[config.mk]
export PLATFORM = sky130hd
export DESIGN_NAME = ssu_data_message_deframer_unit_flat
export DESIGN_NICKNAME = d
export VERILOG_FILES = /design/src/hdl/sdmd_pkg.sv /design/src/hdl/sdmd_req_if.sv /design/src/hdl/sdmd_rsp_if.sv /design/src/hdl/sdmd_in_stage.sv /design/src/hdl/sdmd_parser.sv /design/src/hdl/sdmd_out_stage.sv /design/src/hdl/ssu_data_message_deframer_unit.sv /design/src/flat_wrapper.sv
export SDC_FILE = /design/constraint.sdc
export NUM_CORES = 1
export LEC_CHECK = 0
export ABC_AREA = 1
export BUFFER_PORTS_ARGS = -buffer_cell sky130_fd_sc_hd__buf_2
export CAP_MARGIN = 30
export CORE_MARGIN = 1
export CORE_UTILIZATION = 55
export DETAILED_ROUTE_END_ITERATION = 10
export PLACE_DENSITY = 0.75
export SYNTH_ARGS = -nofsm -noshare
export SYNTH_HDL_FRONTEND = slang
export SYNTH_SLANG_ARGS = --single-unit
[constraint.sdc]
create_clock -name clock -period 9.45 [get_ports clock]
set_input_delay 1.4175 -clock clock [delete_from_list [all_inputs] [get_ports clock]]
set_output_delay 1.4175 -clock clock [all_outputs]
set_load 0.05 [all_outputs]
[src/hdl/sdmd_pkg.sv]
package sdmd_pkg;

   // Parser phases, one-hot.
   typedef enum logic [9:0] {
      PH_FLAG       = 10'b00_0000_0001,
      PH_ACK_COUNT  = 10'b00_0000_0010,
      PH_ACK_ID     = 10'b00_0000_0100,
      PH_BF_COUNT   = 10'b00_0000_1000,
      PH_BF_ID      = 10'b00_0001_0000,
      PH_BF_BYTE    = 10'b00_0010_0000,
      PH_FRAG_COUNT = 10'b00_0100_0000,
      PH_FRAG_HDR   = 10'b00_1000_0000,
      PH_FRAG_DATA  = 10'b01_0000_0000,
      PH_TAIL       = 10'b10_0000_0000
   } phase_type;

   // Result kinds.
   localparam logic [2:0] KIND_ACK_ID    = 3'd0;
   localparam logic [2:0] KIND_ACK_BITS  = 3'd1;
   localparam logic [2:0] KIND_FRAG_HDR  = 3'd2;
   localparam logic [2:0] KIND_FRAG_DATA = 3'd3;
   localparam logic [2:0] KIND_DGRAM_OK  = 3'd4;
   localparam logic [2:0] KIND_ERROR     = 3'd5;

   // Error codes.
   localparam logic [2:0] ERR_NONE      = 3'd0;
   localparam logic [2:0] ERR_ACKS_CUT  = 3'd1;
   localparam logic [2:0] ERR_BITS_CUT  = 3'd2;
   localparam logic [2:0] ERR_NO_COUNT  = 3'd3;
   localparam logic [2:0] ERR_HDR_CUT   = 3'd4;
   localparam logic [2:0] ERR_DATA_CUT  = 3'd5;

   // Byte positions within multi-byte fields.
   localparam logic [2:0] POS_ID_LAST  = 3'd3;
   localparam logic [2:0] POS_HDR_LAST = 3'd6;

   localparam logic [4:0] BF_COUNT_MAX = 5'd31;
   localparam logic [7:0] BF_INDEX_MAX = 8'd217;

   typedef struct packed {
      logic [7:0] data_byte;
      logic       end_of_datagram;
   } item_type;

   typedef struct packed {
      logic [2:0]  kind;
      logic [31:0] message_id;
      logic [7:0]  fragment_index;
      logic [6:0]  ack_mask;
      logic        field_end;
      logic        is_last_fragment;
      logic [13:0] fragment_size;
      logic [7:0]  payload_byte;
      logic        fragment_done;
      logic [2:0]  fail_code;
      logic        datagram_done;
   } result_type;

endpackage

[src/hdl/sdmd_req_if.sv]
interface sdmd_req_if;
   logic       valid;
   logic       ready;
   logic [7:0] data_byte;
   logic       end_of_datagram;

   modport source (output valid, output data_byte, output end_of_datagram, input ready);
   modport sink (input valid, input data_byte, input end_of_datagram, output ready);
endinterface

[src/hdl/sdmd_rsp_if.sv]
interface sdmd_rsp_if;
   logic        valid;
   logic        ready;
   logic [2:0]  kind;
   logic [31:0] message_id;
   logic [7:0]  fragment_index;
   logic [6:0]  ack_mask;
   logic        field_end;
   logic        is_last_fragment;
   logic [13:0] fragment_size;
   logic [7:0]  payload_byte;
   logic        fragment_done;
   logic [2:0]  fail_code;
   logic        datagram_done;

   modport source (
      output valid, output kind, output message_id, output fragment_index,
      output ack_mask, output field_end, output is_last_fragment,
      output fragment_size, output payload_byte, output fragment_done,
      output fail_code, output datagram_done, input ready
   );
   modport sink (
      input valid, input kind, input message_id, input fragment_index,
      input ack_mask, input field_end, input is_last_fragment,
      input fragment_size, input payload_byte, input fragment_done,
      input fail_code, input datagram_done, output ready
   );
endinterface

[src/hdl/sdmd_in_stage.sv]
module sdmd_in_stage (
   input  logic               clock,
   input  logic               reset,
   sdmd_req_if.sink           req_chan,
   input  logic               take,
   output logic               item_valid,
   output sdmd_pkg::item_type item
);

   logic               valid_ff;
   logic               valid_in;
   sdmd_pkg::item_type item_ff;
   logic               load;

   // A new word may enter whenever the register is empty or is being drained.
   assign req_chan.ready = !valid_ff || take;
   assign load           = req_chan.valid && req_chan.ready;
   assign valid_in       = load ? 1'b1 : (take ? 1'b0 : valid_ff);

   always_ff @(posedge clock) begin
      if (reset) begin
         valid_ff <= 1'b0;
      end else begin
         valid_ff <= valid_in;
      end
   end

   always_ff @(posedge clock) begin
      if (load) begin
         item_ff.data_byte       <= req_chan.data_byte;
         item_ff.end_of_datagram <= req_chan.end_of_datagram;
      end
   end

   assign item_valid = valid_ff;
   assign item       = item_ff;

endmodule

[src/hdl/sdmd_parser.sv]
module sdmd_parser (
   input  logic                 clock,
   input  logic                 reset,
   input  logic                 item_valid,
   input  sdmd_pkg::item_type   item,
   input  logic                 out_ready,
   output logic                 take,
   output logic                 res_valid,
   output sdmd_pkg::result_type res
);

   sdmd_pkg::phase_type phase_ff, phase_in;
   logic [1:0]  flag_bits_ff, flag_bits_in;
   logic [7:0]  items_left_ff, items_left_in;
   logic [2:0]  byte_pos_ff, byte_pos_in;
   logic [31:0] id_shift_ff, id_shift_in;
   logic [23:0] info_shift_ff, info_shift_in;
   logic [13:0] data_left_ff, data_left_in;
   logic [4:0]  bf_count_ff, bf_count_in;

   logic                 have;
   logic [2:0]           err;
   logic [7:0]           b;
   logic [7:0]           items_dec;
   logic [13:0]          data_dec;
   logic [31:0]          id_next;
   logic [23:0]          info_next;
   sdmd_pkg::phase_type  after_acks;
   sdmd_pkg::phase_type  after_frag;
   sdmd_pkg::result_type r;

   assign take      = item_valid && out_ready;
   assign res_valid = item_valid && have;
   assign res       = r;

   assign b          = item.data_byte;
   assign items_dec  = items_left_ff - 8'd1;
   assign data_dec   = data_left_ff - 14'd1;
   assign id_next    = {id_shift_ff[23:0], b};
   assign info_next  = {info_shift_ff[15:0], b};
   assign after_acks = flag_bits_ff[0] ? sdmd_pkg::PH_BF_COUNT : sdmd_pkg::PH_FRAG_COUNT;
   assign after_frag = (items_dec != 8'd0) ? sdmd_pkg::PH_FRAG_HDR : sdmd_pkg::PH_TAIL;

   always_comb begin
      phase_in      = phase_ff;
      flag_bits_in  = flag_bits_ff;
      items_left_in = items_left_ff;
      byte_pos_in   = byte_pos_ff;
      id_shift_in   = id_shift_ff;
      info_shift_in = info_shift_ff;
      data_left_in  = data_left_ff;
      bf_count_in   = bf_count_ff;
      have          = 1'b0;
      err           = sdmd_pkg::ERR_NONE;
      r             = '0;

      unique case (phase_ff)
         sdmd_pkg::PH_FLAG: begin
            flag_bits_in = {b[7], b[6]};
            if (b[7]) begin
               phase_in = sdmd_pkg::PH_ACK_COUNT;
            end else if (b[6]) begin
               phase_in = sdmd_pkg::PH_BF_COUNT;
            end else begin
               phase_in = sdmd_pkg::PH_FRAG_COUNT;
            end
         end
         sdmd_pkg::PH_ACK_COUNT: begin
            items_left_in = b;
            byte_pos_in   = 3'd0;
            phase_in      = (b != 8'd0) ? sdmd_pkg::PH_ACK_ID : after_acks;
         end
         sdmd_pkg::PH_ACK_ID: begin
            id_shift_in = id_next;
            byte_pos_in = byte_pos_ff + 3'd1;
            if (byte_pos_ff == sdmd_pkg::POS_ID_LAST) begin
               byte_pos_in   = 3'd0;
               have          = 1'b1;
               r.kind        = sdmd_pkg::KIND_ACK_ID;
               r.message_id  = id_next;
               items_left_in = items_dec;
               if (items_dec == 8'd0) begin
                  phase_in = after_acks;
               end
            end
         end
         sdmd_pkg::PH_BF_COUNT: begin
            items_left_in = b;
            byte_pos_in   = 3'd0;
            phase_in      = (b != 8'd0) ? sdmd_pkg::PH_BF_ID : sdmd_pkg::PH_FRAG_COUNT;
         end
         sdmd_pkg::PH_BF_ID: begin
            id_shift_in = id_next;
            byte_pos_in = byte_pos_ff + 3'd1;
            if (byte_pos_ff == sdmd_pkg::POS_ID_LAST) begin
               byte_pos_in = 3'd0;
               bf_count_in = 5'd0;
               phase_in    = sdmd_pkg::PH_BF_BYTE;
            end
         end
         sdmd_pkg::PH_BF_BYTE: begin
            have             = 1'b1;
            r.kind           = sdmd_pkg::KIND_ACK_BITS;
            r.message_id     = id_shift_ff;
            // Base index is the byte count times seven.
            r.fragment_index = {bf_count_ff, 3'b000} - {3'b000, bf_count_ff};
            // Byte bit 6 is the first fragment of this byte, so reverse bits 6..0.
            r.ack_mask       = {b[0], b[1], b[2], b[3], b[4], b[5], b[6]};
            r.field_end      = !b[7];
            if (bf_count_ff < sdmd_pkg::BF_COUNT_MAX) begin
               bf_count_in = bf_count_ff + 5'd1;
            end
            if (!b[7]) begin
               bf_count_in   = 5'd0;
               items_left_in = items_dec;
               phase_in      = (items_dec != 8'd0) ? sdmd_pkg::PH_BF_ID
                                                   : sdmd_pkg::PH_FRAG_COUNT;
            end
         end
         sdmd_pkg::PH_FRAG_COUNT: begin
            items_left_in = b;
            byte_pos_in   = 3'd0;
            phase_in      = (b != 8'd0) ? sdmd_pkg::PH_FRAG_HDR : sdmd_pkg::PH_TAIL;
         end
         sdmd_pkg::PH_FRAG_HDR: begin
            if (byte_pos_ff < 3'd4) begin
               id_shift_in = id_next;
            end else begin
               info_shift_in = info_next;
            end
            byte_pos_in = byte_pos_ff + 3'd1;
            if (byte_pos_ff == sdmd_pkg::POS_HDR_LAST) begin
               byte_pos_in        = 3'd0;
               have               = 1'b1;
               r.kind             = sdmd_pkg::KIND_FRAG_HDR;
               r.message_id       = id_shift_ff;
               r.fragment_index   = {1'b0, info_next[23:17]};
               r.is_last_fragment = info_next[16];
               r.fragment_size    = info_next[13:0];
               data_left_in       = info_next[13:0];
               if (info_next[13:0] != 14'd0) begin
                  phase_in = sdmd_pkg::PH_FRAG_DATA;
               end else begin
                  items_left_in = items_dec;
                  phase_in      = after_frag;
               end
            end
         end
         sdmd_pkg::PH_FRAG_DATA: begin
            data_left_in     = data_dec;
            have             = 1'b1;
            r.kind           = sdmd_pkg::KIND_FRAG_DATA;
            r.message_id     = id_shift_ff;
            r.fragment_index = {1'b0, info_shift_ff[23:17]};
            r.payload_byte   = b;
            r.fragment_done  = (data_dec == 14'd0);
            if (data_dec == 14'd0) begin
               items_left_in = items_dec;
               byte_pos_in   = 3'd0;
               phase_in      = after_frag;
            end
         end
         sdmd_pkg::PH_TAIL: begin
            // Trailing bytes after the last fragment are dropped.
         end
         default: begin
            phase_in = sdmd_pkg::PH_FLAG;
         end
      endcase

      if (item.end_of_datagram) begin
         unique case (phase_in)
            sdmd_pkg::PH_ACK_COUNT, sdmd_pkg::PH_ACK_ID: err = sdmd_pkg::ERR_ACKS_CUT;
            sdmd_pkg::PH_BF_COUNT, sdmd_pkg::PH_BF_ID,
            sdmd_pkg::PH_BF_BYTE:                        err = sdmd_pkg::ERR_BITS_CUT;
            sdmd_pkg::PH_FLAG, sdmd_pkg::PH_FRAG_COUNT:  err = sdmd_pkg::ERR_NO_COUNT;
            sdmd_pkg::PH_FRAG_HDR:                       err = sdmd_pkg::ERR_HDR_CUT;
            sdmd_pkg::PH_FRAG_DATA:                      err = sdmd_pkg::ERR_DATA_CUT;
            default:                                     err = sdmd_pkg::ERR_NONE;
         endcase
         if (err != sdmd_pkg::ERR_NONE) begin
            r           = '0;
            r.kind      = sdmd_pkg::KIND_ERROR;
            r.fail_code = err;
         end else if (!have) begin
            r.kind = sdmd_pkg::KIND_DGRAM_OK;
         end
         r.datagram_done = 1'b1;
         have            = 1'b1;
         phase_in        = sdmd_pkg::PH_FLAG;
         flag_bits_in    = 2'd0;
         items_left_in   = 8'd0;
         byte_pos_in     = 3'd0;
         id_shift_in     = 32'd0;
         info_shift_in   = 24'd0;
         data_left_in    = 14'd0;
         bf_count_in     = 5'd0;
      end
   end

   always_ff @(posedge clock) begin
      if (reset) begin
         phase_ff      <= sdmd_pkg::PH_FLAG;
         flag_bits_ff  <= 2'd0;
         items_left_ff <= 8'd0;
         byte_pos_ff   <= 3'd0;
         id_shift_ff   <= 32'd0;
         info_shift_ff <= 24'd0;
         data_left_ff  <= 14'd0;
         bf_count_ff   <= 5'd0;
      end else if (take) begin
         phase_ff      <= phase_in;
         flag_bits_ff  <= flag_bits_in;
         items_left_ff <= items_left_in;
         byte_pos_ff   <= byte_pos_in;
         id_shift_ff   <= id_shift_in;
         info_shift_ff <= info_shift_in;
         data_left_ff  <= data_left_in;
         bf_count_ff   <= bf_count_in;
      end
   end

   // The end of a datagram always produces a result and rewinds the parser.
   a_eod_result: assert property (@(posedge clock) disable iff (reset)
      item_valid && item.end_of_datagram |-> have && r.datagram_done)
      else $error("end of datagram produced no result");

   a_eod_rewind: assert property (@(posedge clock) disable iff (reset)
      take && item.end_of_datagram |=> phase_ff == sdmd_pkg::PH_FLAG)
      else $error("parser did not rewind after end of datagram");

   a_data_result: assert property (@(posedge clock) disable iff (reset)
      item_valid && phase_ff == sdmd_pkg::PH_FRAG_DATA |->
         have && (r.kind == sdmd_pkg::KIND_FRAG_DATA || r.kind == sdmd_pkg::KIND_ERROR))
      else $error("fragment data word gave no data result");

   a_bf_index: assert property (@(posedge clock) disable iff (reset)
      res_valid && r.kind == sdmd_pkg::KIND_ACK_BITS |-> r.fragment_index <= sdmd_pkg::BF_INDEX_MAX)
      else $error("bitfield base index out of range");

endmodule

[src/hdl/sdmd_out_stage.sv]
module sdmd_out_stage (
   input  logic                 clock,
   input  logic                 reset,
   input  logic                 res_valid,
   input  sdmd_pkg::result_type res,
   output logic                 out_ready,
   sdmd_rsp_if.source           rsp_chan
);

   logic                 valid_ff;
   logic                 valid_in;
   sdmd_pkg::result_type res_ff;
   logic                 load;

   // The register refills in the same cycle that its word is taken.
   assign out_ready = !valid_ff || rsp_chan.ready;
   assign load      = res_valid && out_ready;
   assign valid_in  = load ? 1'b1 : (rsp_chan.ready ? 1'b0 : valid_ff);

   always_ff @(posedge clock) begin
      if (reset) begin
         valid_ff <= 1'b0;
      end else begin
         valid_ff <= valid_in;
      end
   end

   always_ff @(posedge clock) begin
      if (load) begin
         res_ff <= res;
      end
   end

   assign rsp_chan.valid            = valid_ff;
   assign rsp_chan.kind             = res_ff.kind;
   assign rsp_chan.message_id       = res_ff.message_id;
   assign rsp_chan.fragment_index   = res_ff.fragment_index;
   assign rsp_chan.ack_mask         = res_ff.ack_mask;
   assign rsp_chan.field_end        = res_ff.field_end;
   assign rsp_chan.is_last_fragment = res_ff.is_last_fragment;
   assign rsp_chan.fragment_size    = res_ff.fragment_size;
   assign rsp_chan.payload_byte     = res_ff.payload_byte;
   assign rsp_chan.fragment_done    = res_ff.fragment_done;
   assign rsp_chan.fail_code        = res_ff.fail_code;
   assign rsp_chan.datagram_done    = res_ff.datagram_done;

endmodule

[src/hdl/ssu_data_message_deframer_unit.sv]
// Path: an accepted byte is held in the input register, parsed combinationally, and
// its result word is loaded into the output register.
// Throughput: one datagram byte per cycle; each byte gives at most one result word,
// and the input stalls only while the sink holds off a waiting result word.
// Reset (synchronous, active high) empties both registers and returns the parser
// to the state that expects a flag byte, with all counters and shifters cleared.
module ssu_data_message_deframer_unit (
   input  logic       clock,
   input  logic       reset,
   sdmd_req_if.sink   req_chan,
   sdmd_rsp_if.source rsp_chan
);

   // The input register holds one datagram byte until the parser consumes it.
   // The parser consumes a byte only when the output register can take its
   // result, so a stalled result never loses parser state.
   logic                 item_valid;
   sdmd_pkg::item_type   item;
   logic                 take;
   logic                 res_valid;
   sdmd_pkg::result_type res;
   logic                 out_ready;

   sdmd_in_stage u_in_stage (
      .clock      (clock),
      .reset      (reset),
      .req_chan   (req_chan),
      .take       (take),
      .item_valid (item_valid),
      .item       (item)
   );

   // All parsing for one byte is done here in a single pass: phase decode,
   // shift of the id or info word, counter updates, and result assembly.
   // The end-of-datagram mark turns the result into an error word on a cut field, or a
   // datagram-ok word if the byte gave none, marks it done and rewinds the parser.
   sdmd_parser u_parser (
      .clock      (clock),
      .reset      (reset),
      .item_valid (item_valid),
      .item       (item),
      .out_ready  (out_ready),
      .take       (take),
      .res_valid  (res_valid),
      .res        (res)
   );

   // The output register presents the result word until the sink takes it.
   sdmd_out_stage u_out_stage (
      .clock     (clock),
      .reset     (reset),
      .res_valid (res_valid),
      .res       (res),
      .out_ready (out_ready),
      .rsp_chan  (rsp_chan)
   );

endmodule
[src/flat_wrapper.sv]
// flat-port wrapper written by rule: the top's interface ports become plain ports
module ssu_data_message_deframer_unit_flat 
  (clock, reset, req_chan_valid, req_chan_data_byte, req_chan_end_of_datagram, req_chan_ready, rsp_chan_valid, rsp_chan_kind, rsp_chan_message_id, rsp_chan_fragment_index, rsp_chan_ack_mask, rsp_chan_field_end, rsp_chan_is_last_fragment, rsp_chan_fragment_size, rsp_chan_payload_byte, rsp_chan_fragment_done, rsp_chan_fail_code, rsp_chan_datagram_done, rsp_chan_ready);
  sdmd_req_if req_chan_i ();
  sdmd_rsp_if rsp_chan_i ();
  input  logic clock;
  input  logic reset;
  input wire logic [$bits(req_chan_i.valid)-1:0] req_chan_valid;
  input wire logic [$bits(req_chan_i.data_byte)-1:0] req_chan_data_byte;
  input wire logic [$bits(req_chan_i.end_of_datagram)-1:0] req_chan_end_of_datagram;
  output wire logic [$bits(req_chan_i.ready)-1:0] req_chan_ready;
  output wire logic [$bits(rsp_chan_i.valid)-1:0] rsp_chan_valid;
  output wire logic [$bits(rsp_chan_i.kind)-1:0] rsp_chan_kind;
  output wire logic [$bits(rsp_chan_i.message_id)-1:0] rsp_chan_message_id;
  output wire logic [$bits(rsp_chan_i.fragment_index)-1:0] rsp_chan_fragment_index;
  output wire logic [$bits(rsp_chan_i.ack_mask)-1:0] rsp_chan_ack_mask;
  output wire logic [$bits(rsp_chan_i.field_end)-1:0] rsp_chan_field_end;
  output wire logic [$bits(rsp_chan_i.is_last_fragment)-1:0] rsp_chan_is_last_fragment;
  output wire logic [$bits(rsp_chan_i.fragment_size)-1:0] rsp_chan_fragment_size;
  output wire logic [$bits(rsp_chan_i.payload_byte)-1:0] rsp_chan_payload_byte;
  output wire logic [$bits(rsp_chan_i.fragment_done)-1:0] rsp_chan_fragment_done;
  output wire logic [$bits(rsp_chan_i.fail_code)-1:0] rsp_chan_fail_code;
  output wire logic [$bits(rsp_chan_i.datagram_done)-1:0] rsp_chan_datagram_done;
  input wire logic [$bits(rsp_chan_i.ready)-1:0] rsp_chan_ready;
  assign req_chan_i.valid = req_chan_valid;
  assign req_chan_i.data_byte = req_chan_data_byte;
  assign req_chan_i.end_of_datagram = req_chan_end_of_datagram;
  assign req_chan_ready = req_chan_i.ready;
  assign rsp_chan_valid = rsp_chan_i.valid;
  assign rsp_chan_kind = rsp_chan_i.kind;
  assign rsp_chan_message_id = rsp_chan_i.message_id;
  assign rsp_chan_fragment_index = rsp_chan_i.fragment_index;
  assign rsp_chan_ack_mask = rsp_chan_i.ack_mask;
  assign rsp_chan_field_end = rsp_chan_i.field_end;
  assign rsp_chan_is_last_fragment = rsp_chan_i.is_last_fragment;
  assign rsp_chan_fragment_size = rsp_chan_i.fragment_size;
  assign rsp_chan_payload_byte = rsp_chan_i.payload_byte;
  assign rsp_chan_fragment_done = rsp_chan_i.fragment_done;
  assign rsp_chan_fail_code = rsp_chan_i.fail_code;
  assign rsp_chan_datagram_done = rsp_chan_i.datagram_done;
  assign rsp_chan_i.ready = rsp_chan_ready;
  ssu_data_message_deframer_unit u_core (.clock(clock), .reset(reset), .req_chan(req_chan_i), .rsp_chan(rsp_chan_i));
endmodule
## Word-level counts from Yosys, hierarchy flattened

Index checks and enable logic that the tools add are counted.

| storage, ports and cells | value |
|---|---|
| flip-flop bits (word level) | 187 |
| output and inout port bits | 81 |
| logic and storage cells | 165 |

| operators by class | value |
|---|---|
| add/subtract/negate cells | 5 |
| order comparisons | 2 |
| eq/ne operators | 30 |
| mux-type cells | 67 |
| reductions and logical operators | 38 |

Operators with widths:

| operator | number |
|---|---|
| $pmux W35 S4 | 1 |
| $mux W10 | 10 |
| $pmux W10 S10 | 1 |
| $mux W32 | 3 |
| $mux W79 | 1 |
| $mux W76 | 1 |
| $mux W24 | 3 |
| $pmux W32 S2 | 1 |
| $mux W8 | 7 |
| $mux W42 | 1 |
| $mux W7 | 6 |
| $pmux W8 S5 | 1 |
| $mux W15 | 2 |
| $mux W14 | 2 |
| $pmux W14 S2 | 1 |
| $pmux W8 S3 | 1 |
| $mux W3 | 7 |
| $eq A10 B1 Y1 const B | 2 |
| $eq A10 B2 Y1 const B | 2 |
| $eq A10 B3 Y1 const B | 2 |
| $eq A10 B4 Y1 const B | 2 |
| $eq A10 B5 Y1 const B | 2 |
| $eq A10 B6 Y1 const B | 2 |
| $eq A10 B7 Y1 const B | 2 |
| other kinds (40) | 79 |

## Logic depth before layout (Yosys ltp)

Gate-level depths: netlist of the first run.

| depth | value |
|---|---|
| word-level depth | 13 |
| mapped depth | 16 |
| depth with buffers taken out | 15 |

## By module

A second synthesis of the first run with hierarchy kept.

| unflattened totals | value |
|---|---|
| cell total of the unflattened synthesis | 1,078 |
| area total of the unflattened synthesis | 9,208.8 um2 |

By module, submodules not included:

| module | times used | cells each | area an instance (um2) |
|---|---|---|---|
| sdmd_parser | 1 | 978 | 6,471.2 |
| sdmd_out_stage | 1 | 85 | 2,419.8 |
| sdmd_in_stage | 1 | 15 | 317.8 |

## Worst setup path before layout of the first run

Ideal clock, no wire load.

| path | value |
|---|---|
| kind | input port to flip-flop |
| start | input port rsp_chan_ready |
| end | register u_core.u_out_stage.res_ff, in the netlist u_core.u_out_stage.rsp_chan.ack_mask[0], enable pin |
| library setup time | 0.433 ns |
| arrival time | 3.649 ns |
| data required time | 9.017 ns |
| setup slack | 5.368 ns |
| stages on the path | 7 |
| buffers on the path | 1 |
| path through | inv_1 -> nand2_1 -> nand2_1 -> clkinv_1 -> clkbuf_1 -> nand2_1 -> inv_1 |

| on the way | value |
|---|---|
| cells in the longest elaborated chain, start to end | 2 |

Ends and longest elaborated chain:

| element | line | source |
|---|---|---|
| start: declaration | flat_wrapper.sv:24 | `input wire logic [$bits(rsp_chan_i.ready)-1:0] rsp_chan_ready;` |
| $logic_or A1 B1 Y1 | sdmd_out_stage.sv:16 | `assign out_ready = !valid_ff \|\| rsp_chan.ready;` |
| $logic_and A1 B1 Y1 | sdmd_out_stage.sv:17 | `assign load = res_valid && out_ready;` |
| net u_core.u_out_stage.load | sdmd_out_stage.sv:13 | `logic load;` |
| end signal: assignment | sdmd_out_stage.sv:30 | `res_ff <= res;` |
| end: declaration | sdmd_out_stage.sv:12 | `sdmd_pkg::result_type res_ff;` |

The timed path passes the listed nets, and every way through them passes these cells.
A chain may end at the register's enable or synchronous reset.

## Worst setup path in the final report of the first run

| path | value |
|---|---|
| start | register u_core.u_parser.phase_ff[8] |
| end | register u_core.u_out_stage.res_ff, in the netlist u_core.u_out_stage.rsp_chan.fragment_size[10], enable pin |

| on the way | value |
|---|---|
| cells in the longest elaborated chain, start to end | 6 |
| elaborated cells on any way between the ends | 9 |

Ends and longest elaborated chain:

| element | line | source |
|---|---|---|
| start: declaration | sdmd_parser.sv:12 | `sdmd_pkg::phase_type phase_ff, phase_in;` |
| start signal: assignment | sdmd_parser.sv:203 | `phase_ff <= sdmd_pkg::PH_FLAG;` |
| start signal: assignment | sdmd_parser.sv:212 | `phase_ff <= phase_in;` |
| $eq A10 B9 Y1 or $eq A10 B6 Y1 (tied branches) | sdmd_parser.sv:57 | `unique case (phase_ff)` |
| $reduce_or A2 Y1 (no line) | n/a |  |
| $pmux W1 S3 * | sdmd_parser.sv:57 |  |
| $mux W1 * | sdmd_parser.sv:171 | `if (item.end_of_datagram) begin` |
| $logic_and A1 B1 Y1 * | sdmd_parser.sv:33 | `assign res_valid = item_valid && have;` |
| $logic_and A1 B1 Y1 * | sdmd_out_stage.sv:17 |  |
| net u_core.u_out_stage.load | sdmd_out_stage.sv:13 |  |

Mark *: on every way through the listed nets, which the timed path passes. The rest lies on a longest branch.

==> impl_metrics.json, run 1 <==
{
  "slowest_delay_ps": 860,
  "slew_headroom": 0.300,
  "ant_nets": 0,
  "synth_top_area_frac": 0.283,
  "antenna_found_initial": 0,
  "drive_above_1_share": 0.142,
  "min_from": "u_core.u_parser.info_shift_ff[18]",
  "syn_inst": 1182,
  "fin_crit_ps": 3560,
  "post_cts_resized": 0,
  "crit_start": "u_core.u_parser.phase_ff[8]",
  "nets": 1276,
  "critPathKind": "reg2reg",
  "drc": 0,
  "clkPwrFrac": 0.424,
  "p_sw_uw": 456,
  "maxCapViolCount": 0,
  "critPathRequiredTime_ps": 9600,
  "grt_pass1_wl_mm": 36.4,
  "fp.dieArea_mm2": 0.0175,
  "synth-async-reset-ratio": 0,
  "cts_tree": "done",
  "core_mm2": 0.0166,
  "instances_no_fill": 1484,
  "diodes": 0,
  "min_path_type": "reg2reg",
  "rrSetupSlack_ps": 5890,
  "gp_congestion": 0.950,
  "gr-usage-met2": 0.423,
  "yosysSeqAreaShare": 0.493,
  "powerDensity_mw_per_mm2": 166,
  "slowest_stage": "nor2_2",
  "portBuffers": 93,
  "startpoint_type": "flip-flop",
  "avgSynthCellArea_um2": 7.91,
  "clockRootBuffer": "clkbuf_16",
  "fillers": 1439,
  "synth_most_common_cell": "nand2_1",
  "r2r_end": "u_core.u_out_stage.rsp_chan.fragment_size[10]",
  "cts_buffer_depth": 2,
  "die_height_um": 132,
  "grt_max_degree": 85,
  "p_int_mw": 1.30,
  "pwr-share-comb": 0.081,
  "busiest_layer": "met2",
  "initial_core_util": 0.564,
  "ctsHoldBuffers": 0,
  "power_mw": 1.75,
  "ff2ff_path_depth": 13,
  "routed_via_density": 5.37,
  "grt-ovfl-total": 0,
  "vias": 7975,
  "p_seq_frac": 0.495,
  "drt_pre_antenna_iters": 5,
  "rsz0062_at_grt": "false",
  "cp_cell_sequence": "nor2_8 > inv_6 > nor2_8 > nand4_4 > nor2_4 > nand2_2 > inv_2 > nor2_2 > nand3_1 > nand2_1 > inv_2 > buf_4 > buf_16",
  "routedWlPerCell_um": 15.1,
  "synth_ff_type": "dfxtp_1",
  "grt_pass1_vias": 7313,
  "arrival_ps": 3700,
  "finalSetupViolCount": 0,
  "critPathCaptureType": "flip-flop",
  "die_w_um": 132,
  "cp_top_family": "simple AND/OR/NAND/NOR gates",
  "synth_area_mm2": 0.00935,
  "yosys_warnings": 0,
  "fmax_mhz": 281,
  "place_hpwl_mm": 15.5,
  "core.rowCount": 47,
  "cts.htree.levels": 4,
  "cts_sinks": 186,
  "worst_slew_pin_slew_ps": 1050,
  "finalWirelength_mm": 22.4,
  "synthTopCellsByArea": "edfxtp_1 (28%), dfxtp_1 (21%), nand2_1 (13%)",
  "use_met1": 0.364,
  "drt_iter0_drc": 666,
  "cts_setup_buffers": 0,
  "r2r-start": "u_core.u_parser.phase_ff[8]",
  "area_growth_syn_to_layout_pct": 12.9,
  "leakage_nw": 4.44,
  "status": "finished, final reports clean",
  "cts_made_buffers": 17,
  "crit_cells": 13,
  "vdd_drop_max_uv": 129,
  "fin_setup_tns_ps": 0,
  "skew_ps": 8.78,
  "synth-edff-count": 88,
  "clkTransAtPathRegs_ps": 70,
  "synth-seq-cells": 186,
  "synthDistinctLibCells": 50,
  "yosys-top-cells-count": "nand2_1 (313), inv_1 (144), nor2_1 (127)",
  "path_max_fanout": 72,
  "met3_usage": 0.0415,
  "synth_nets": 1207,
  "switching_share": 0.260,
  "hold_viol": 0,
  "worstSetupEndpoint": "u_core.u_out_stage.rsp_chan.fragment_size[10]",
  "slew_violations": 0,
  "period_share": 0.377,
  "io_pins": 94,
  "synth.largest_area_cell": "edfxtp_1",
  "clk_latency_ps": 440,
  "grtUsageTotal": 0.264,
  "post-place-cells": 1451,
  "path_buf_inv": 5
}
[tightest hold or removal path, cell delays in order, from the launching register on]
cell and delay [ps]:
dfxtp_1 310, nand2_1 60, a21oi_1 50
[metal layers]
| layer | part of all wire | vias up |
|---|---|---|
| li1 | - | 3989 |
| met1 | 0.45 | 3637 |
| met2 | 0.46 | 319 |
| met3 | 0.072 | 30 |
| met4 | 0.019 | 0 |
| met5 | 0 | - |
[through the flow]
step / cell area [um^2] / hold WS [ps] / utilization / setup slack, ps
after floorplan: 9350 / 437 / - / 5370
after global placement: 9880 / 445 / 0.596 / 5700
after detailed placement: 9900 / 451 / 0.597 / 5740
after CTS: 10500 / 462 / 0.635 / 5810
after global routing: 10600 / 484 / 0.636 / 5720
final: 10600 / 463 / 0.636 / 5890
[placed cells by master, fill, tap and decap left out, drive strengths merged, types with 8 or more instances in the layout]
cell type	instances
edfxtp	88
o21ai	42
inv	159
ha	12
nor2	139
nand3	65
dfxtp	98
clkbuf	17
o22ai	23
nand2	323
buf	98
nor3	16
nand4	14
xor2	10
o211ai	15
clkinv	8
a21oi	100
[worst min-delay path by stage]
stage / slack (ps) / depth (start not counted) / to
6_report: 460 / 2 / u_core.u_parser.info_shift_ff[18]
5_1_grt: 480 / 2 / u_core.u_parser.flag_bits_ff[0]
4_1_cts: 460 / 2 / u_core.u_parser.info_shift_ff[18]
3_5_place_dp: 450 / 2 / u_core.u_parser.id_shift_ff[27]
3_3_place_gp: 450 / 2 / u_core.u_parser.id_shift_ff[31]
2_1_floorplan: 440 / 2 / u_core.u_parser.id_shift_ff[24]
[layout make-up]
| type | instances | area, um^2 | share of cell area |
|---|---|---|---|
| clock buffer | 17 | 425 | 0.0403 |
| clock inverter | 15 | 201 | 0.0191 |
| inverter | 156 | 591 | 0.0560 |
| multi-input combinational | 792 | 3920 | 0.372 |
| sequential | 186 | 4600 | 0.436 |
| tap | 220 | 275 | 0.0261 |
| timing repair buffer | 98 | 531 | 0.0503 |
[flip-flops by register name, indices dropped and copies added (netlist names), 3 cells and up]
signal	cells
u_core.u_parser.id_shift_ff	32
u_core.u_in_stage.item	9
u_core.u_parser.byte_pos_ff	3
u_core.u_parser.phase_ff	10
u_core.u_parser.bf_count_ff	5
u_core.u_out_stage.rsp_chan.kind	3
u_core.u_parser.items_left_ff	8
u_core.u_out_stage.rsp_chan.fail_code	3
u_core.u_out_stage.rsp_chan.payload_byte	8
u_core.u_out_stage.rsp_chan.ack_mask	7
u_core.u_out_stage.rsp_chan.message_id	32
u_core.u_out_stage.rsp_chan.fragment_size	14
u_core.u_out_stage.rsp_chan.fragment_index	8
u_core.u_parser.info_shift_ff	23
u_core.u_parser.data_left_ff	14
[cell families after synthesis]
family | synth area share
and+or+nand+nor | 0.273
buffers and inverters | 0.0882
AOI/OAI and AO/OA | 0.116
DFF | 0.493
xor gates and xnor gates | 0.0141
adders and majority gates | 0.0161
[power groups by stage]
stage | registers [mW] | logic [mW] | clock network [mW]
global route | 0.868 | 0.156 | 0.785
CTS | 0.867 | 0.139 | 0.750
detailed placement | 0.885 | 0.138 | 0
floorplan | 0.899 | 0.0919 | 0
finish | 0.867 | 0.141 | 0.744
global placement | 0.885 | 0.136 | 0
Power figures use the tool's default switching activity.
==> run 2: changes to the inputs <==
--- a/config.mk
+++ b/config.mk
@@ -5,7 +5,7 @@
 export SDC_FILE = /design/constraint.sdc
 export NUM_CORES = 1
 export LEC_CHECK = 0
-export ABC_AREA = 1
+export ABC_AREA = 0
 export BUFFER_PORTS_ARGS = -buffer_cell sky130_fd_sc_hd__buf_2
 export CAP_MARGIN = 30
 export CORE_MARGIN = 1
==> constraint.sdc (replaced) <==
create_clock -name clock -period 3.7 [get_ports clock]
set_input_delay 0.555 -clock clock [delete_from_list [all_inputs] [get_ports clock]]
set_output_delay 0.555 -clock clock [all_outputs]
set_load 0.05 [all_outputs]
==> run 2 against run 1 <==
Against the previous run:
- register-to-register slack lost 5300 ps
- clock power grew to 2.6 times the previous value
- count of clock-buffer cells in the layout grew 3
- cell area is 0.64% lower
- fmax rose by 14%
- global-route usage increased by 1.3 points
- core utilization up 1.4 points
- clock skew is 1.1 ps higher
- first-iteration DRC count rose by 49%
- die area shrank 1.6%
- worst setup slack got worse by 5300 ps
- sequential cell count is the same
- critical endpoint is now u_core.u_out_stage.rsp_chan.kind[0]
- largest power group unchanged
==> impl_metrics.json, run 2 <==
{
  "status": "finished, final reports clean",
  "r2r_end": "u_core.u_out_stage.rsp_chan.kind[0]",
  "fmax_mhz": 319,
  "post_cts_resized": 0,
  "synth_most_common_cell": "nor2_1",
  "slew_violations": 0,
  "grt_pass1_wl_mm": 37.4,
  "io_pins": 94,
  "critPathCaptureType": "flip-flop",
  "critPathRequiredTime_ps": 3890,
  "clk_latency_ps": 440,
  "r2r-start": "u_core.u_parser.data_left_ff[0]",
  "nets": 1021,
  "syn_inst": 935,
  "drc": 0,
  "synth_top_area_frac": 0.287,
  "core_mm2": 0.0161,
  "final_cell_mix": "nor2_1 (136), dfxtp_1 (98), a22oi_1 (96), buf_2 (93), edfxtp_1 (88)",
  "ant_nets": 0,
  "arrival_ps": 3320,
  "drt_pre_antenna_iters": 5,
  "die_w_um": 131,
  "cts_setup_buffers": 0,
  "fp.dieArea_mm2": 0.0172,
  "holdPathStages": 1,
  "clkTransAtPathRegs_ps": 70,
  "yosysSeqAreaShare": 0.501,
  "gp_congestion": 0.940,
  "cts_buffer_depth": 2,
  "ctsHoldBuffers": 0,
  "synth_ff_type": "dfxtp_1",
  "maxCapViolCount": 0,
  "grtUsageTotal": 0.277,
  "die_height_um": 131,
  "synth-async-reset-ratio": 0,
  "finalSetupViolCount": 0,
  "min_from": "req_chan_data_byte[3]",
  "fin_setup_tns_ps": 0,
  "startpoint_type": "flip-flop",
  "area_growth_syn_to_layout_pct": 14.0,
  "antenna_found_initial": 0,
  "ff2ff_path_depth": 9,
  "skew_ps": 9.87,
  "synth_area_mm2": 0.00919,
  "yosys-top-cells-count": "nor2_1 (137), dfxtp_1 (98), a22oi_1 (96)",
  "rrSetupSlack_ps": 570,
  "cts.htree.levels": 4,
  "diodes": 0,
  "portBuffers": 93,
  "core.rowCount": 46,
  "final_common_cell": "nor2_1",
  "synth.largest_area_cell": "edfxtp_1",
  "clockRootBuffer": "clkbuf_16",
  "cts_made_buffers": 17,
  "vias": 7622,
  "critPathKind": "reg2reg",
  "period_share": 0.846,
  "synth_nets": 960,
  "drt_iter0_drc": 992,
  "power_mw": 4.54,
  "finalWirelength_mm": 23.3,
  "synth-seq-cells": 186,
  "synthDistinctLibCells": 82,
  "worst_slew_pin_slew_ps": 1100,
  "hold_viol": 0,
  "grt_max_degree": 84,
  "leakage_nw": 3.79,
  "synthTopCellsByArea": "edfxtp_1 (29%), dfxtp_1 (21%), a22oi_1 (7.8%)",
  "powerDensity_mw_per_mm2": 433,
  "vdd_drop_max_uv": 315,
  "slew_headroom": 0.261,
  "path_max_fanout": 20,
  "cts_tree": "done",
  "yosys_warnings": 0,
  "rsz0062_at_grt": "false",
  "drive_above_1_share": 0.191,
  "place_hpwl_mm": 15.4,
  "fin_crit_ps": 3130,
  "min_path_type": "in2reg",
  "holdPathEnd": "u_core.u_in_stage.item[4]",
  "initial_core_util": 0.570,
  "avgSynthCellArea_um2": 9.83,
  "routed_via_density": 6.22,
  "synth-edff-count": 88,
  "cts_sinks": 186,
  "grt-ovfl-total": 0,
  "routedWlPerCell_um": 19.0,
  "grt_pass1_vias": 6875
}
-- run 2: cell count changes in the layout (fill, tap and decap cells not counted), moves of 18 or more --
cell	previous run	this run
o22ai_1	23	1
nand2_1	313	68
a21oi_1	100	35
o21ai_0	40	22
nor3b_1	2	22
inv_1	143	23
nand3_1	57	17
a22oi_1	0	96
buf_4	3	29
-- run 2: cell type report --
type                    count  area [um^2]
clock buffers              20          500
inverters                  23         86.3
well taps                 216          270
repair buffers            124          723
flip-flops and latches    186         4600
multi-input cells         644         4160
fillers                  1287         5630
clock inverters            12          139
-- run 2: worst max-delay path by stage --
stage,from,slack [ps],to,cells after the start
2_1_floorplan,u_core.u_parser.phase_ff[0],540,u_core.u_out_stage.rsp_chan.ack_mask[0],6
3_3_place_gp,u_core.u_parser.data_left_ff[0],660,u_core.u_out_stage.rsp_chan.kind[0],9
3_5_place_dp,u_core.u_parser.data_left_ff[0],580,u_core.u_out_stage.rsp_chan.kind[0],9
4_1_cts,u_core.u_parser.data_left_ff[0],580,u_core.u_out_stage.rsp_chan.kind[0],9
5_1_grt,u_core.u_parser.data_left_ff[0],410,u_core.u_out_stage.rsp_chan.kind[0],9
6_report,u_core.u_parser.data_left_ff[0],570,u_core.u_out_stage.rsp_chan.kind[0],9
-- run 2: per-stage QoR --
| stage | hold WS (ps) | instance area (um^2) | cells | setup WS, ps | util |
|---|---|---|---|---|---|
| finish | 285 | 10500 | 1225 | 570 | 0.650 |
| global route | 272 | 10500 | 1225 | 409 | 0.650 |
| CTS | 272 | 10500 | 1225 | 580 | 0.650 |
| detailed placement | 488 | 9840 | 1193 | 584 | 0.611 |
| global placement | 479 | 9840 | 1193 | 657 | 0.611 |
| floorplan | 424 | 9200 | 935 | 538 | - |
-- run 2: logic make-up (layout without fill, tap and decap cells) --
family / after synthesis / count (layout) / synth area share
AO/OA/AOI/OAI: 231 / 231 / 0.183
buffers and inverters: 105 / 179 / 0.0493
AND/OR/NAND/NOR: 369 / 369 / 0.218
multiplexers: 14 / 14 / 0.0157
flip-flops: 186 / 186 / 0.501
adder cells (fa/ha/maj): 12 / 12 / 0.0163
XOR/XNOR: 18 / 18 / 0.0171
-- run 2: where the power goes --
part	switching, mW	total, mW	internal [mW]
logic	0.291	0.411	0.120
clock network	0.882	1.91	1.03
registers	0.0315	2.22	2.18
-- run 2: critical path, stage by stage, from the launching register on --
cell	delay (ps)
dfxtp_1	510
inv_1	110
ha_1	300
o21bai_1	220
and4_1	240
o32a_1	360
o41ai_4	480
a211oi_4	140
buf_4	240
or2_2	280
-- run 2: per-layer routing --
layer	track usage	share of wire	vias up
met1	0.393	0.45	3633
met5	0	0	-
met4	0.0820	0.017	0
met3	0.0590	0.076	28
li1	-	-	3601
met2	0.424	0.45	360
